**src/hw/rtl/dmsc_pkg.sv**
```systemverilog
// Shared types, codes and helpers for the two-wheel step control core.
// No dependencies; imported by every module of the block.
package dmsc_pkg;

	// Command codes
	localparam logic [2:0] OP_TICK    = 3'd0;
	localparam logic [2:0] OP_MOVE    = 3'd1;
	localparam logic [2:0] OP_TURN    = 3'd2;
	localparam logic [2:0] OP_FWD     = 3'd3;
	localparam logic [2:0] OP_REV     = 3'd4;
	localparam logic [2:0] OP_LEFT    = 3'd5;
	localparam logic [2:0] OP_RIGHT   = 3'd6;
	localparam logic [2:0] OP_STOP    = 3'd7;

	// Motor drive codes
	localparam logic [1:0] DRV_STOP   = 2'd0;
	localparam logic [1:0] DRV_FWD    = 2'd1;
	localparam logic [1:0] DRV_REV    = 2'd2;

	// Register indexes on the APB port
	localparam logic [1:0] REG_STEP_DUTY  = 2'd0;
	localparam logic [1:0] REG_CLICKS_DEG = 2'd1;
	localparam logic [1:0] REG_LEFT_GAIN  = 2'd2;
	localparam logic [1:0] REG_RIGHT_GAIN = 2'd3;

	// Register reset values
	localparam logic [7:0] STEP_DUTY_RST  = 8'd128;
	localparam logic [3:0] CLICKS_DEG_RST = 4'd1;
	localparam logic [8:0] GAIN_RST       = 9'd256;

	localparam int PADDR_W = 4;
	localparam int IN_TDATA_W  = 24;
	localparam int OUT_TDATA_W = 24;

	typedef struct packed {
		logic [7:0] step_duty;
		logic [3:0] clicks_deg;
		logic [8:0] left_gain;
		logic [8:0] right_gain;
	} cfg_t;

	typedef struct packed {
		logic [2:0]        operation;
		logic signed [7:0] amount;
		logic [7:0]        speed;
		logic              left_encoder_level;
		logic              right_encoder_level;
	} item_t;

	typedef struct packed {
		logic [1:0] left_drive;
		logic [7:0] left_duty;
		logic [1:0] right_drive;
		logic [7:0] right_duty;
		logic       forward_led;
		logic       turn_led;
		logic       moving;
	} result_t;

	// Duty scaling by a Q1.8 gain: (speed * gain) >> 8, clamped to 255
	function automatic logic [7:0] scale_duty(input logic [7:0] speed, input logic [8:0] gain);
		logic [16:0] prod;
		begin
			prod = speed * gain;
			scale_duty = prod[16] ? 8'hFF : prod[15:8];
		end
	endfunction

endpackage

```
**src/hw/rtl/dual_motor_encoder_step_control_core.sv**
```systemverilog
// Top level of the two-wheel step control core: input register, execution
// and result handshake. Depends on dmsc_pkg, dmsc_cfg_regs and dmsc_exec.

// Takes one command beat per clock on the s_axis side and returns one result
// beat per command on the m_axis side, in order. A command sits in the input
// register and is executed once the result beat is free or being taken; its
// result is registered and then presented as the result beat. The rate is one
// beat per cycle, limited only by m_tready. The result is the motor, LED
// and run state after the command; it is held in the state registers
// themselves, which only advance when the output beat is free or being taken.
// The user must write registers over APB only while no command is in flight; the block does not enforce it.
module dual_motor_encoder_step_control_core (
	input  logic                            clk,
	input  logic                            arst_n,
	// APB configuration
	input  logic                            psel,
	input  logic                            penable,
	input  logic                            pwrite,
	input  logic [dmsc_pkg::PADDR_W-1:0]    paddr,
	input  logic [31:0]                     pwdata,
	output logic [31:0]                     prdata,
	output logic                            pready,
	// Command stream
	input  logic                            s_tvalid,
	output logic                            s_tready,
	// [2:0] operation, [10:3] amount, [18:11] speed,
	// [19] left_encoder_level, [20] right_encoder_level, [23:21] zero
	input  logic [dmsc_pkg::IN_TDATA_W-1:0] s_tdata,
	// Result stream
	output logic                            m_tvalid,
	input  logic                            m_tready,
	// [1:0] left_drive, [9:2] left_duty, [11:10] right_drive, [19:12] right_duty,
	// [20] forward_led, [21] turn_led, [22] moving, [23] zero
	output logic [dmsc_pkg::OUT_TDATA_W-1:0] m_tdata
);
	import dmsc_pkg::*;

	cfg_t    cfg;
	item_t   item_s1;
	logic    valid_s1;
	logic    out_valid_q;
	logic    adv;
	result_t res;

	dmsc_cfg_regs u_cfg (
		.clk     (clk),
		.arst_n  (arst_n),
		.psel    (psel),
		.penable (penable),
		.pwrite  (pwrite),
		.paddr   (paddr),
		.pwdata  (pwdata),
		.prdata  (prdata),
		.pready  (pready),
		.cfg     (cfg)
	);

	// Execute when a command is staged and the result slot is free or draining
	assign adv      = valid_s1 & (~out_valid_q | m_tready);
	assign s_tready = ~valid_s1 | adv;

	// Input register
	always_ff @(posedge clk or negedge arst_n) begin
		if (!arst_n) begin
			valid_s1 <= 1'b0;
		end else if (s_tready) begin
			valid_s1 <= s_tvalid;
		end
	end

	always_ff @(posedge clk) begin
		if (s_tready & s_tvalid) begin
			item_s1.operation           <= s_tdata[2:0];
			item_s1.amount              <= s_tdata[10:3];
			item_s1.speed               <= s_tdata[18:11];
			item_s1.left_encoder_level  <= s_tdata[19];
			item_s1.right_encoder_level <= s_tdata[20];
		end
	end

	dmsc_exec u_exec (
		.clk    (clk),
		.arst_n (arst_n),
		.en     (adv),
		.item   (item_s1),
		.cfg    (cfg),
		.res    (res)
	);

	// Result beat valid
	always_ff @(posedge clk or negedge arst_n) begin
		if (!arst_n) begin
			out_valid_q <= 1'b0;
		end else if (adv) begin
			out_valid_q <= 1'b1;
		end else if (m_tready) begin
			out_valid_q <= 1'b0;
		end
	end

	assign m_tvalid = out_valid_q;
	assign m_tdata  = {1'b0, res.moving, res.turn_led, res.forward_led,
		res.right_duty, res.right_drive, res.left_duty, res.left_drive};

endmodule

```
**src/hw/rtl/dmsc_cfg_regs.sv**
```systemverilog
// APB register file for the step control core: duty, clicks per degree, gains.
// Depends on dmsc_pkg.
module dmsc_cfg_regs (
	input  logic                        clk,
	input  logic                        arst_n,
	input  logic                        psel,
	input  logic                        penable,
	input  logic                        pwrite,
	input  logic [dmsc_pkg::PADDR_W-1:0] paddr,
	input  logic [31:0]                 pwdata,
	output logic [31:0]                 prdata,
	output logic                        pready,
	output dmsc_pkg::cfg_t              cfg
);
	import dmsc_pkg::*;

	cfg_t       cfg_q;
	logic [1:0] reg_idx;
	logic       wr_en;

	assign pready  = 1'b1;
	assign reg_idx = paddr[3:2];
	assign wr_en   = psel & penable & pwrite & pready;

	// Register writes
	always_ff @(posedge clk or negedge arst_n) begin
		if (!arst_n) begin
			cfg_q.step_duty         <= STEP_DUTY_RST;
			cfg_q.clicks_deg        <= CLICKS_DEG_RST;
			cfg_q.left_gain         <= GAIN_RST;
			cfg_q.right_gain        <= GAIN_RST;
		end else if (wr_en) begin
			case (reg_idx)
				REG_STEP_DUTY:  cfg_q.step_duty         <= pwdata[7:0];
				REG_CLICKS_DEG: cfg_q.clicks_deg        <= pwdata[3:0];
				REG_LEFT_GAIN:  cfg_q.left_gain         <= pwdata[8:0];
				REG_RIGHT_GAIN: cfg_q.right_gain        <= pwdata[8:0];
				default: ;
			endcase
		end
	end

	// Read mux
	always_comb begin
		case (reg_idx)
			REG_STEP_DUTY:  prdata = {24'd0, cfg_q.step_duty};
			REG_CLICKS_DEG: prdata = {28'd0, cfg_q.clicks_deg};
			REG_LEFT_GAIN:  prdata = {23'd0, cfg_q.left_gain};
			REG_RIGHT_GAIN: prdata = {23'd0, cfg_q.right_gain};
			default:        prdata = 32'd0;
		endcase
	end

	assign cfg = cfg_q;

endmodule

```
**src/hw/rtl/dmsc_exec.sv**
```systemverilog
// Command execution for the step control core: motor/LED/run state and
// encoder counting, updated once per beat. Depends on dmsc_pkg.
module dmsc_exec (
	input  logic              clk,
	input  logic              arst_n,
	input  logic              en,
	input  dmsc_pkg::item_t   item,
	input  dmsc_pkg::cfg_t    cfg,
	output dmsc_pkg::result_t res
);
	import dmsc_pkg::*;

	typedef struct packed {
		logic [7:0] left_count;
		logic [7:0] right_count;
		logic [7:0] step_target;
		logic       left_lock;
		logic       right_lock;
		logic [1:0] left_dir;
		logic [1:0] right_dir;
		logic [7:0] left_duty;
		logic [7:0] right_duty;
		logic       led_fwd;
		logic       led_turn;
		logic       counted_run;
	} state_t;

	state_t      st_q;
	state_t      st_n;
	logic [7:0]  mag;
	logic        back;
	logic [11:0] turn_prod;
	logic [7:0]  turn_steps;
	logic        do_check;
	logic        pivot;

	// Magnitude of the signed amount; -128 gives 128
	assign mag        = item.amount[7] ? (8'd0 - item.amount) : item.amount;
	assign back       = item.amount[7] | (item.amount == 8'sd0);
	assign turn_prod  = mag * cfg.clicks_deg;
	assign turn_steps = (turn_prod[11:8] != 4'd0) ? 8'hFF : turn_prod[7:0];
	assign pivot      = (item.operation == OP_TURN);

	// Next state for one command
	always_comb begin
		st_n     = st_q;
		do_check = 1'b0;
		case (item.operation)
			OP_TICK: begin
				if (st_q.counted_run) begin
					do_check = 1'b1;
					if (item.left_encoder_level) begin
						if (!st_q.left_lock) begin
							if (st_q.left_count != 8'hFF)
								st_n.left_count = st_q.left_count + 8'd1;
							st_n.left_lock = 1'b1;
						end
					end else begin
						st_n.left_lock = 1'b0;
					end
					if (item.right_encoder_level) begin
						if (!st_q.right_lock) begin
							if (st_q.right_count != 8'hFF)
								st_n.right_count = st_q.right_count + 8'd1;
							st_n.right_lock = 1'b1;
						end
					end else begin
						st_n.right_lock = 1'b0;
					end
				end
			end
			OP_MOVE, OP_TURN: begin
				do_check         = 1'b1;
				st_n.left_count  = 8'd0;
				st_n.right_count = 8'd0;
				st_n.left_lock   = 1'b0;
				st_n.right_lock  = 1'b0;
				st_n.step_target = pivot ? turn_steps : mag;
				st_n.led_fwd     = ~pivot;
				st_n.led_turn    = pivot;
				st_n.left_dir    = back ? DRV_REV : DRV_FWD;
				if (pivot)
					st_n.right_dir = back ? DRV_REV : DRV_FWD;
				else
					st_n.right_dir = back ? DRV_FWD : DRV_REV;
				st_n.left_duty   = cfg.step_duty;
				st_n.right_duty  = cfg.step_duty;
				st_n.counted_run = 1'b1;
			end
			OP_FWD, OP_REV, OP_LEFT, OP_RIGHT: begin
				st_n.counted_run = 1'b0;
				st_n.led_fwd     = (item.operation == OP_FWD) | (item.operation == OP_REV);
				st_n.led_turn    = (item.operation == OP_LEFT) | (item.operation == OP_RIGHT);
				st_n.left_dir    = ((item.operation == OP_FWD) | (item.operation == OP_RIGHT))
					? DRV_FWD : DRV_REV;
				st_n.right_dir   = ((item.operation == OP_REV) | (item.operation == OP_RIGHT))
					? DRV_FWD : DRV_REV;
				st_n.left_duty   = scale_duty(item.speed, cfg.left_gain);
				st_n.right_duty  = scale_duty(item.speed, cfg.right_gain);
			end
			default: begin
				st_n.left_dir    = DRV_STOP;
				st_n.right_dir   = DRV_STOP;
				st_n.left_duty   = 8'd0;
				st_n.right_duty  = 8'd0;
				st_n.led_fwd     = 1'b0;
				st_n.led_turn    = 1'b0;
				st_n.counted_run = 1'b0;
			end
		endcase

		// Stop each wheel at target; run ends when both are done
		if (do_check) begin
			if (st_n.left_count >= st_n.step_target) begin
				st_n.left_dir  = DRV_STOP;
				st_n.left_duty = 8'd0;
			end
			if (st_n.right_count >= st_n.step_target) begin
				st_n.right_dir  = DRV_STOP;
				st_n.right_duty = 8'd0;
			end
			if ((st_n.left_count >= st_n.step_target) &&
				(st_n.right_count >= st_n.step_target))
				st_n.counted_run = 1'b0;
		end
	end

	// State doubles as the result register
	always_ff @(posedge clk or negedge arst_n) begin
		if (!arst_n) begin
			st_q <= '0;
		end else if (en) begin
			st_q <= st_n;
		end
	end

	assign res.left_drive  = st_q.left_dir;
	assign res.left_duty   = st_q.left_duty;
	assign res.right_drive = st_q.right_dir;
	assign res.right_duty  = st_q.right_duty;
	assign res.forward_led = st_q.led_fwd;
	assign res.turn_led    = st_q.led_turn;
	assign res.moving      = st_q.counted_run;

endmodule

```
**config.mk**
```make
export PLATFORM = sky130hd
export DESIGN_NAME = dual_motor_encoder_step_control_core
export DESIGN_NICKNAME = d
export VERILOG_FILES = /design/src/hw/rtl/dmsc_pkg.sv /design/src/hw/rtl/dual_motor_encoder_step_control_core.sv /design/src/hw/rtl/dmsc_cfg_regs.sv /design/src/hw/rtl/dmsc_exec.sv
export SDC_FILE = /design/constraint.sdc
export NUM_CORES = 1
export LEC_CHECK = 0
export BUFFER_PORTS_ARGS = -buffer_cell sky130_fd_sc_hd__buf_2
export CORE_ASPECT_RATIO = 1.75
export CORE_MARGIN = 1.5
export CORE_UTILIZATION = 61
export CTS_CLUSTER_SIZE = 16
export DETAILED_ROUTE_END_ITERATION = 10
export PLACE_DENSITY = 0.95
export SYNTH_ARGS = -nofsm -noshare
export SYNTH_HDL_FRONTEND = slang
export SYNTH_SLANG_ARGS = --single-unit
```
**constraint.sdc**
```tcl
create_clock -name clk -period 7.8 [get_ports clk]
set_input_delay 2.34 -clock clk [delete_from_list [all_inputs] [get_ports clk]]
set_output_delay 2.34 -clock clk [all_outputs]
set_load 0.05 [all_outputs]
```
* After elaboration in Yosys (flattened, before gate mapping)
Index checks and enable logic that the tools add are counted.
** Operators by class
- Bitwise operators :: 15
- Add/subtract/negate cells :: 3
- Eq/ne operators :: 12
- Multipliers :: 3
- Reductions and logical operators :: 15
- Mux-type cells :: 36
- Order comparisons :: 2
** Operators with widths (count)
- 32-bit case mux with 4 select lines :: 1
- 8-bit 2-to-1 mux :: 14
- 23-bit case mux with 3 select lines :: 1
- 8-bit by 9-bit multiplier with 17-bit output :: 2
- 16-bit case mux with 2 select lines :: 1
- 20-bit 2-to-1 mux :: 1
- 8-bit by 1-bit adder with 8-bit output, second input constant :: 2
- 8-bit >= comparator :: 2
- 16-bit 2-to-1 mux :: 1
- 2-bit 2-to-1 mux :: 8
- 8-bit != test, second input constant :: 2
- 8-bit by 4-bit multiplier with 12-bit output :: 1
- 2-bit AND reduction :: 5
- 3-bit == test, second input constant :: 3
- 8-bit zero test :: 1
- 1-bit by 8-bit subtractor with 8-bit output, first input constant :: 1
- 1-bit 2-to-1 mux :: 7
- 1-bit OR :: 7
- 3-bit by 2-bit == test with 1-bit output, second input constant :: 2
- 1-bit bitwise AND :: 4
- 2-bit == test, second input constant :: 2
- 1-bit inverter :: 4
- 2-bit case mux with 2 select lines :: 1
- 2-bit nonzero test :: 2
- other kinds (11) :: 11
** Word-level totals
- Input port bits :: 67
- Register bits :: 102
- Logic and storage cells :: 109
- Output and inout bits :: 59

* Logic depth before layout (Yosys ltp)
Gate-level depths: netlist of run 1.
- Depth in word-level cells :: 11
- Mapped depth :: 26

* Cells and area by module
Synthesis of run 1 repeated with hierarchy kept, for this count alone.
** Unflattened totals
- Cell total of the unflattened synthesis :: 1256
- Area, all modules :: 11512.3 µm²
** Modules (own cells, without submodules)
- dmsc_exec :: cells an instance 1116, instances 1, area each 9198.8 µm²
- dmsc_cfg_regs :: cells an instance 109, instances 1, area each 1567.8 µm²
- dual_motor_encoder_step_control_core :: cells an instance 31, instances 1, area each 745.7 µm²

* Worst setup path after synthesis of run 1
No wires, ideal clock.
- Kind :: in2out
- Start :: input paddr[2] (netlist name)
- End :: output prdata[8]
- Slack :: 1783 ps
- Path buffers :: 2
- Data arrival time :: 3677 ps
- Data required time :: 5460 ps
- Stages :: 4
- Cells stage by stage :: clkbuf_1 buf_1 mux2i_1 nor2b_1
** On the way
- Longest elaborated chain between the ends :: 2
- Elaborated cells between the ends (all ways) :: 5
** RTL lines
- from (decl) :: RTL line dual_motor_encoder_step_control_core.sv:19 : input logic [dmsc_pkg::PADDR_W-1:0] paddr,
- 2-bit == test, or another cell as far along :: RTL line dmsc_cfg_regs.sv:45 : case (reg_idx)
- 32-bit case mux with 4 select lines * :: RTL line dmsc_cfg_regs.sv:45
- to (decl) :: RTL line dual_motor_encoder_step_control_core.sv:21 : output logic [31:0] prdata,
Mark *: on every way between the ends. The rest lies on a longest branch, timed or not. The select of a mux whose other input is x is not followed.

* Worst setup path after layout of run 1
- Start :: register item_s1[10] (netlist name)
- End :: register u_exec.st_q, in the netlist u_exec.res[6]
** On the way
- Longest elaborated chain between the ends :: 10
** RTL lines
- from (decl) :: RTL line dual_motor_encoder_step_control_core.sv:39 : item_t item_s1;
- 1-bit by 8-bit subtractor with 8-bit output :: RTL line dmsc_exec.sv:38 : assign mag = item.amount[7] ? (8'd0 - item.amount) : item.amount;
- 8-bit 2-to-1 mux * :: RTL line dmsc_exec.sv:38
- 8-bit by 4-bit multiplier with 12-bit output :: RTL line dmsc_exec.sv:40 : assign turn_prod = mag * cfg.clicks_deg;
- 4-bit nonzero test :: RTL line dmsc_exec.sv:41 : assign turn_steps = (turn_prod[11:8] != 4'd0) ? 8'hFF : turn_prod[7:0];
- 8-bit 2-to-1 mux :: RTL line dmsc_exec.sv:41
- 8-bit 2-to-1 mux * :: RTL line dmsc_exec.sv:78 : st_n.step_target = pivot ? turn_steps : mag;
- 8-bit 2-to-1 mux * :: RTL line dmsc_exec.sv:48 : case (item.operation)
- 8-bit >= comparator * :: RTL line dmsc_exec.sv:118 : if (st_n.right_count >= st_n.step_target) begin
- 8-bit 2-to-1 mux * :: RTL line dmsc_exec.sv:118
- 20-bit 2-to-1 mux * :: RTL line dmsc_exec.sv:113 : if (do_check) begin
- to (signal assigned) :: RTL line dmsc_exec.sv:133 : st_q <= st_n;
- to (decl) :: RTL line dmsc_exec.sv:28 : state_t st_q;
Mark *: on every way between the ends. The rest lies on a longest branch, timed or not.
A chain may end at the register's enable or synchronous reset.

==> impl_metrics.ini, run 1 <==
[status]
outcome = finished clean

[clock_tree]
cts_made_buffers = 9
number_of_gates_resized_after_cts = 0
tritoncts_clock_tree = built
worst_skew_pair.late_latency_ps = 370
clock_h_tree_levels = 3
path_clk_slew_ps = 80
cts_root_buffer = clkbuf_16
cts_hold_repair.buffers = 0
cts_num_sinks = 102
cts.repair_timing.setup_buffer_count = 0
cts-root-to-sink-buffers = 2

[critical_path]
timing.setup.critical_path_class = reg2reg
critical_path.endpoint_type = flop
worst_setup_path_start_kind = flop
required_ps = 8090
setup.reg_to_reg.worst_slack_ps = 870
critical_path.max_fanout = 7
arrival_ps = 7220

[sta]
fin_crit_ps = 6930
max_freq_mhz = 144
tightestPinTransition_ps = 1310
finalSetupViolations = 0
final_max_slew_viol_count = 0
skew_ps = 16.1
final.period_utilization_pct = 88.8
timing.max_slew.rel_slack_pct = 12.1
final-hold-violation-count = 0
tns_ps = 0
grt_setup_unrepaired = false

[yosys]
synth-simple-area-share_pct = 17.5
synth_top_cell_area_share_pct = 16.9
synth-compound-area-share_pct = 15.3
synth_area_leaders = dfrtp_1 (17%), fa_1 (17%), ha_1 (11%)
synth-main-ff-cell = dfrtp_1
share_of_cell_area_taken_by_muxes_after_synthesis_pct = 4.69
post-synth-top-count-cell = nand2_1
synth-seq-cells = 102
synth_fa_ha_area_share_pct = 27.8
yosys.area.top_type = dfrtp_1
ys_top_cells_by_count = nand2_1 (171), inv_1 (122), ha_1 (103)
post_synth.cell_area_avg_um2 = 8.96
syn-cell-area_mm2 = 0.0114
synth_xor_area_share_pct = 2.08
seq_area_frac_synth_pct = 23.4
async_flop_share_pct = 79.4
yosys_warnings = 0
synth-edff-count = 21
synthCells = 1271
ys_types = 81
dominant_combinational_cell_family_by_area_after_synthesis = adder cells

[die]
coreArea_mm2 = 0.0181
chipWidth_um = 106
die_area_mm2 = 0.0195
placement_rows = 65
die_height_um = 184
top_level_pins = 126
initial_utilization_pct = 62.8

[placed_design]
postPlaceCellArea_mm2 = 0.0116
detailed_place_hpwl_mm = 22.3
port_buffers = 72
gpl.final_weighted_congestion = 0.934

[layout]
diodes = 0
fillCellCount = 1352
design.final.nets = 1538
syn2layout_area_growth_pct = 4.03
drive_gt1_share_pct = 11.7
final_design_area_no_fill_mm2 = 0.0118

[route]
drt-vias-per-instance = 6.29
first_iter_violations = 752
firstDrtPassIters = 5
route.final.wire_length_mm = 29.0
via_count = 9519
ant_nets = 0
routedWlPerCell_um = 19.1
number_of_remaining_drc_errors = 0

[global_route]
first_global_vias = 10100
global_route_wire_length_before_repair_mm = 47.9
grt_use_total_pct = 31.3
globalRouteOverflowTotal = 0
grt_max_degree = 82
antenna_found_initial = 0

[power]
power.leakage_nw = 5.75
powerDensity_mw_per_mm2 = 361
power.ir.vdd_worst_v = 0.000224

[run]
maxCapViolations = 0

[worst_hold_path]
worstHoldPathType = reg2reg
-- logic make-up (layout without fill, tap and decap cells) --
logic type | count (synthesis) | after routing
buffers and inverters | 228 | 213
muxes | 44 | 44
xor gates and xnor gates | 24 | 24
other | 2 | 25
adders and majority gates | 197 | 197
and+or+nand+nor | 412 | 412
DFF | 102 | 102
AOI/OAI and AO/OA | 262 | 262
-- routing by layer --
metal	vias up	GRT usage, %	wire length [µm]
li1	4263	-	-
met2	487	55.7	15000
met1	4592	32.2	10000
met3	177	5.10	1800
met5	-	0	0
met4	0	24.1	2110
-- final cells by class --
cell class | count | area, µm² | share of cell area, %
clock buffer | 12 | 246 | 2.08
tap | 234 | 293 | 2.47
sequential | 102 | 2660 | 22.5
multi-input combinational | 964 | 7770 | 65.6
timing repair buffer | 75 | 385 | 3.25
inverter | 122 | 458 | 3.87
clock inverter | 4 | 31.3 | 0.264
-- critical path, stage by stage, from the launching register on --
cell,delay (ps)
edfxtp_1,500
inv_1,200
ha_1,210
or3b_1,430
nand2_1,110
xor2_1,450
nor2b_1,130
fa_1,520
inv_1,50
fa_1,470
inv_1,40
ha_1,310
o21ai_0,240
nand2_1,80
o211ai_1,120
mux2i_1,350
nand4_1,290
o22ai_1,490
ha_1,330
a21oi_1,150
o21ai_0,110
a41oi_1,300
a21oi_1,220
a211oi_1,520
a21oi_1,90
a31oi_1,170
-- placed cells by master, fill, tap and decap left out, types with 11 or more instances in the layout --
cell	count
nand2_1	171
inv_1	122
ha_1	103
fa_1	94
dfrtp_1	77
and2_1	74
buf_2	71
a21oi_1	64
o21ai_0	57
nor2_1	56
mux2_2	35
conb_1	25
nand3_1	21
nor2b_1	21
edfxtp_1	21
nor3_1	18
xnor2_1	15
nand2b_1	14
a21o_1	13
a22oi_1	13
nand4_1	11
a22o_1	11
-- report_power, final --
| group | internal [mW] | total, mW | leakage, nW | switching [mW] |
|---|---|---|---|---|
| Combinational | 1.22 | 2.99 | 4.39 | 1.77 |
| Clock | 0.228 | 0.443 | 0.137 | 0.216 |
| Sequential | 0.651 | 0.835 | 1.23 | 0.184 |
-- sequential cells by signal (all words and copies together), names as in the netlist --
name	cells
u_cfg.cfg	30
u_exec.st_q	26
u_exec.res	23
item_s1	21
m_tvalid	1
valid_s1	1
-- worst paths after layout --
kind | depth (start not counted) | endpoint | startpoint
worst max-delay path | 25 | u_exec.res[6]$_DFFE_PN0P_ | item_s1[10]$_DFFE_PP_
worst min-delay path | 2 | u_exec.st_q[29]$_DFFE_PN0P_ | u_exec.st_q[29]$_DFFE_PN0P_
worst max register to register | 25 | u_exec.res[6]$_DFFE_PN0P_ | item_s1[10]$_DFFE_PP_
worst min register to register | 2 | u_exec.st_q[29]$_DFFE_PN0P_ | u_exec.st_q[29]$_DFFE_PN0P_
max in group asynchronous | 1 | u_cfg.cfg[0]$_DFFE_PN0P_ | arst_n
min in group asynchronous | 1 | u_exec.st_q[27]$_DFFE_PN0P_ | arst_n
-- metrics by stage --
stage               utilization [%]  setup slack (ps)  std cells  total power [mW]  hold WS [ps]
global route                   65.3               491       1513              4.64           528
detailed placement             63.8              1030       1497              3.74           487
CTS                            65.3               991       1513              4.23           500
global placement               63.8              1190       1497              3.61           471
floorplan                         -              1780       1294              3.15           450
finish                         65.3               873       1513              4.27           500
No activity file was read; power rests on OpenSTA's default activity.
==> run 2: changes to the inputs <==
--- a/config.mk
+++ b/config.mk
@@ -5,13 +5,15 @@
 export SDC_FILE = /design/constraint.sdc
 export NUM_CORES = 1
 export LEC_CHECK = 0
-export BUFFER_PORTS_ARGS = -buffer_cell sky130_fd_sc_hd__buf_2
+export BUFFER_PORTS_ARGS = -buffer_cell sky130_fd_sc_hd__clkbuf_2
 export CORE_ASPECT_RATIO = 1.75
 export CORE_MARGIN = 1.5
 export CORE_UTILIZATION = 61
 export CTS_CLUSTER_SIZE = 16
 export DETAILED_ROUTE_END_ITERATION = 10
 export PLACE_DENSITY = 0.95
+export RECOVER_POWER = 25
 export SYNTH_ARGS = -nofsm -noshare
 export SYNTH_HDL_FRONTEND = slang
 export SYNTH_SLANG_ARGS = --single-unit
+export TNS_END_PERCENT = 100
==> run 2 against run 1 <==
Via count up 1.3%. Maximum frequency fell by 3.0%. The run now ends with DRC, capacitance limit, slew limit left. Sequential power hardly changed. Critical endpoint is now u_exec.res[14]$_DFFE_PN0P_. Final cell count rose by 0.26%. Critical path depth is the same. Critical path type unchanged. Count of clock-buffer cells in the layout unchanged. Flip-flop and latch count unchanged.
==> impl_metrics.ini, run 2 (synthesized netlist as in run 1, its figures left out) <==
[placed_design]
port_buffers = 72
postPlaceCellArea_mm2 = 0.0116
detailedPlace.worstSlack_ps = 1070
detailed_place_hpwl_mm = 22.6
gpl.final_weighted_congestion = 0.940

[critical_path]
required_ps = 8090
crit_path_depth = 25
cpPeakStageDelay_ps = 530
critical_path.max_fanout = 10
critical_path.endpoint_type = flop
timing.critical_path.max_delay_family = compound AO/OA/AOI/OAI gates
worst_path_max_delay_cell = xor2_1
arrival_ps = 7430
worst_setup_path_start_kind = flop
ff2ff_path_depth = 25
timing.setup.critical_path_class = reg2reg
critPathBufInv = 3

[sta]
final-hold-violation-count = 0
max_freq_mhz = 140
tns_ps = 0
final.period_utilization_pct = 91.6
tightestPinTransition_ps = 4480
timing.max_slew.rel_slack_pct = -199
layout_setup_ws_ps = 658
finalSetupViolations = 0
grt_setup_unrepaired = false
final_max_slew_viol_count = 82
fin_crit_ps = 7140
skew_ps = 10.5
hold_ws_ps = 506

[global_route]
grt_max_degree = 82
globalRouteOverflowTotal = 0
global_route_wire_length_before_repair_mm = 49.5
antenna_found_initial = 0
grt_use_total_pct = 32.7
first_global_vias = 10100

[clock_tree]
cts-root-to-sink-buffers = 2
cts_num_sinks = 102
worst_skew_pair.late_latency_ps = 370
clock_h_tree_levels = 3
number_of_gates_resized_after_cts = 0
path_clk_slew_ps = 70
cts.repair_timing.setup_buffer_count = 0
cts_made_buffers = 9
tritoncts_clock_tree = built
cts_root_buffer = clkbuf_16
cts_hold_repair.buffers = 0

[layout]
drive_gt1_share_pct = 11.8
largest_register_ffs = 30
fillCellCount = 1374
layout_commonest_cell = nand2_1
multi_input_comb_area_mm2 = 0.00777
design.final.nets = 1542
diodes = 0
most-common-layout-cells = nand2_1 (171), inv_1 (122), ha_1 (103)
final_design_area_no_fill_mm2 = 0.0119
syn2layout_area_growth_pct = 4.54
area.sequential_mm2 = 0.00266

[die]
die_height_um = 184
initial_utilization_pct = 62.8
placement_rows = 65
chipWidth_um = 106
die_area_mm2 = 0.0195
coreArea_mm2 = 0.0181
top_level_pins = 126

[route]
route.final.wire_length_mm = 30.4
number_of_remaining_drc_errors = 1
first_iter_violations = 757
firstDrtPassIters = 11
drt-vias-per-instance = 6.36
ant_nets = 0
via_count = 9646
routedWlPerCell_um = 20.0

[worst_hold_path]
hold_path_depth = 2
worstHoldPathType = reg2reg

[power]
powerDensity_mw_per_mm2 = 367
power.ir.vdd_worst_v = 0.000247
power.leakage_nw = 5.77

[run]
maxCapViolations = 1

[status]
outcome = finished with violations
violations = DRC, capacitance limit, slew limit
run 2: layout make-up:
cell class                 count  area share, %
sequential                   102           22.4
timing repair buffer          79           3.45
clock buffer                  12           2.17
clock inverter                 4          0.441
multi-input combinational    964           65.3
tap                          234           2.46
inverter                     122           3.85
run 2: per-layer routing:
metal	track usage (%)	vias up	part of all wire [%]
met4	23.1	0	7.3
met3	5.85	179	8.0
met5	0	-	0
met2	58.1	576	51
li1	-	4270	-
met1	34.3	4621	33
run 2: final timing paths:
path / from / to / slack [ps]
max in group asynchronous: arst_n / u_exec.st_q[47]$_DFFE_PN0P_ / 1740
setup reg to reg: item_s1[10]$_DFFE_PP_ / u_exec.res[14]$_DFFE_PN0P_ / 660
hold reg to reg: u_exec.st_q[23]$_DFFE_PN0P_ / u_exec.st_q[23]$_DFFE_PN0P_ / 510
min in group asynchronous: arst_n / u_exec.st_q[30]$_DFFE_PN0P_ / 3540
setup / recovery: item_s1[10]$_DFFE_PP_ / u_exec.res[14]$_DFFE_PN0P_ / 660
hold / removal: u_exec.st_q[23]$_DFFE_PN0P_ / u_exec.st_q[23]$_DFFE_PN0P_ / 510
run 2: per-stage QoR:
stage	cells	utilization (%)	total power [mW]
CTS	1517	65.7	4.33
floorplan	1294	-	3.15
finish	1517	65.6	4.36
detailed placement	1501	63.9	3.78
global placement	1501	63.9	3.63
global route	1517	65.6	4.72
run 2: power by group:
group          switching [mW]  internal [mW]  total, mW
clock network           0.220          0.270      0.490
registers               0.186          0.651      0.836
logic                    1.81           1.22       3.04
run 2: worst min-delay path, stage by stage (launching register included):
cell and delay (ps):
dfrtp_1 360, nand2_1 50, o21ai_0 60
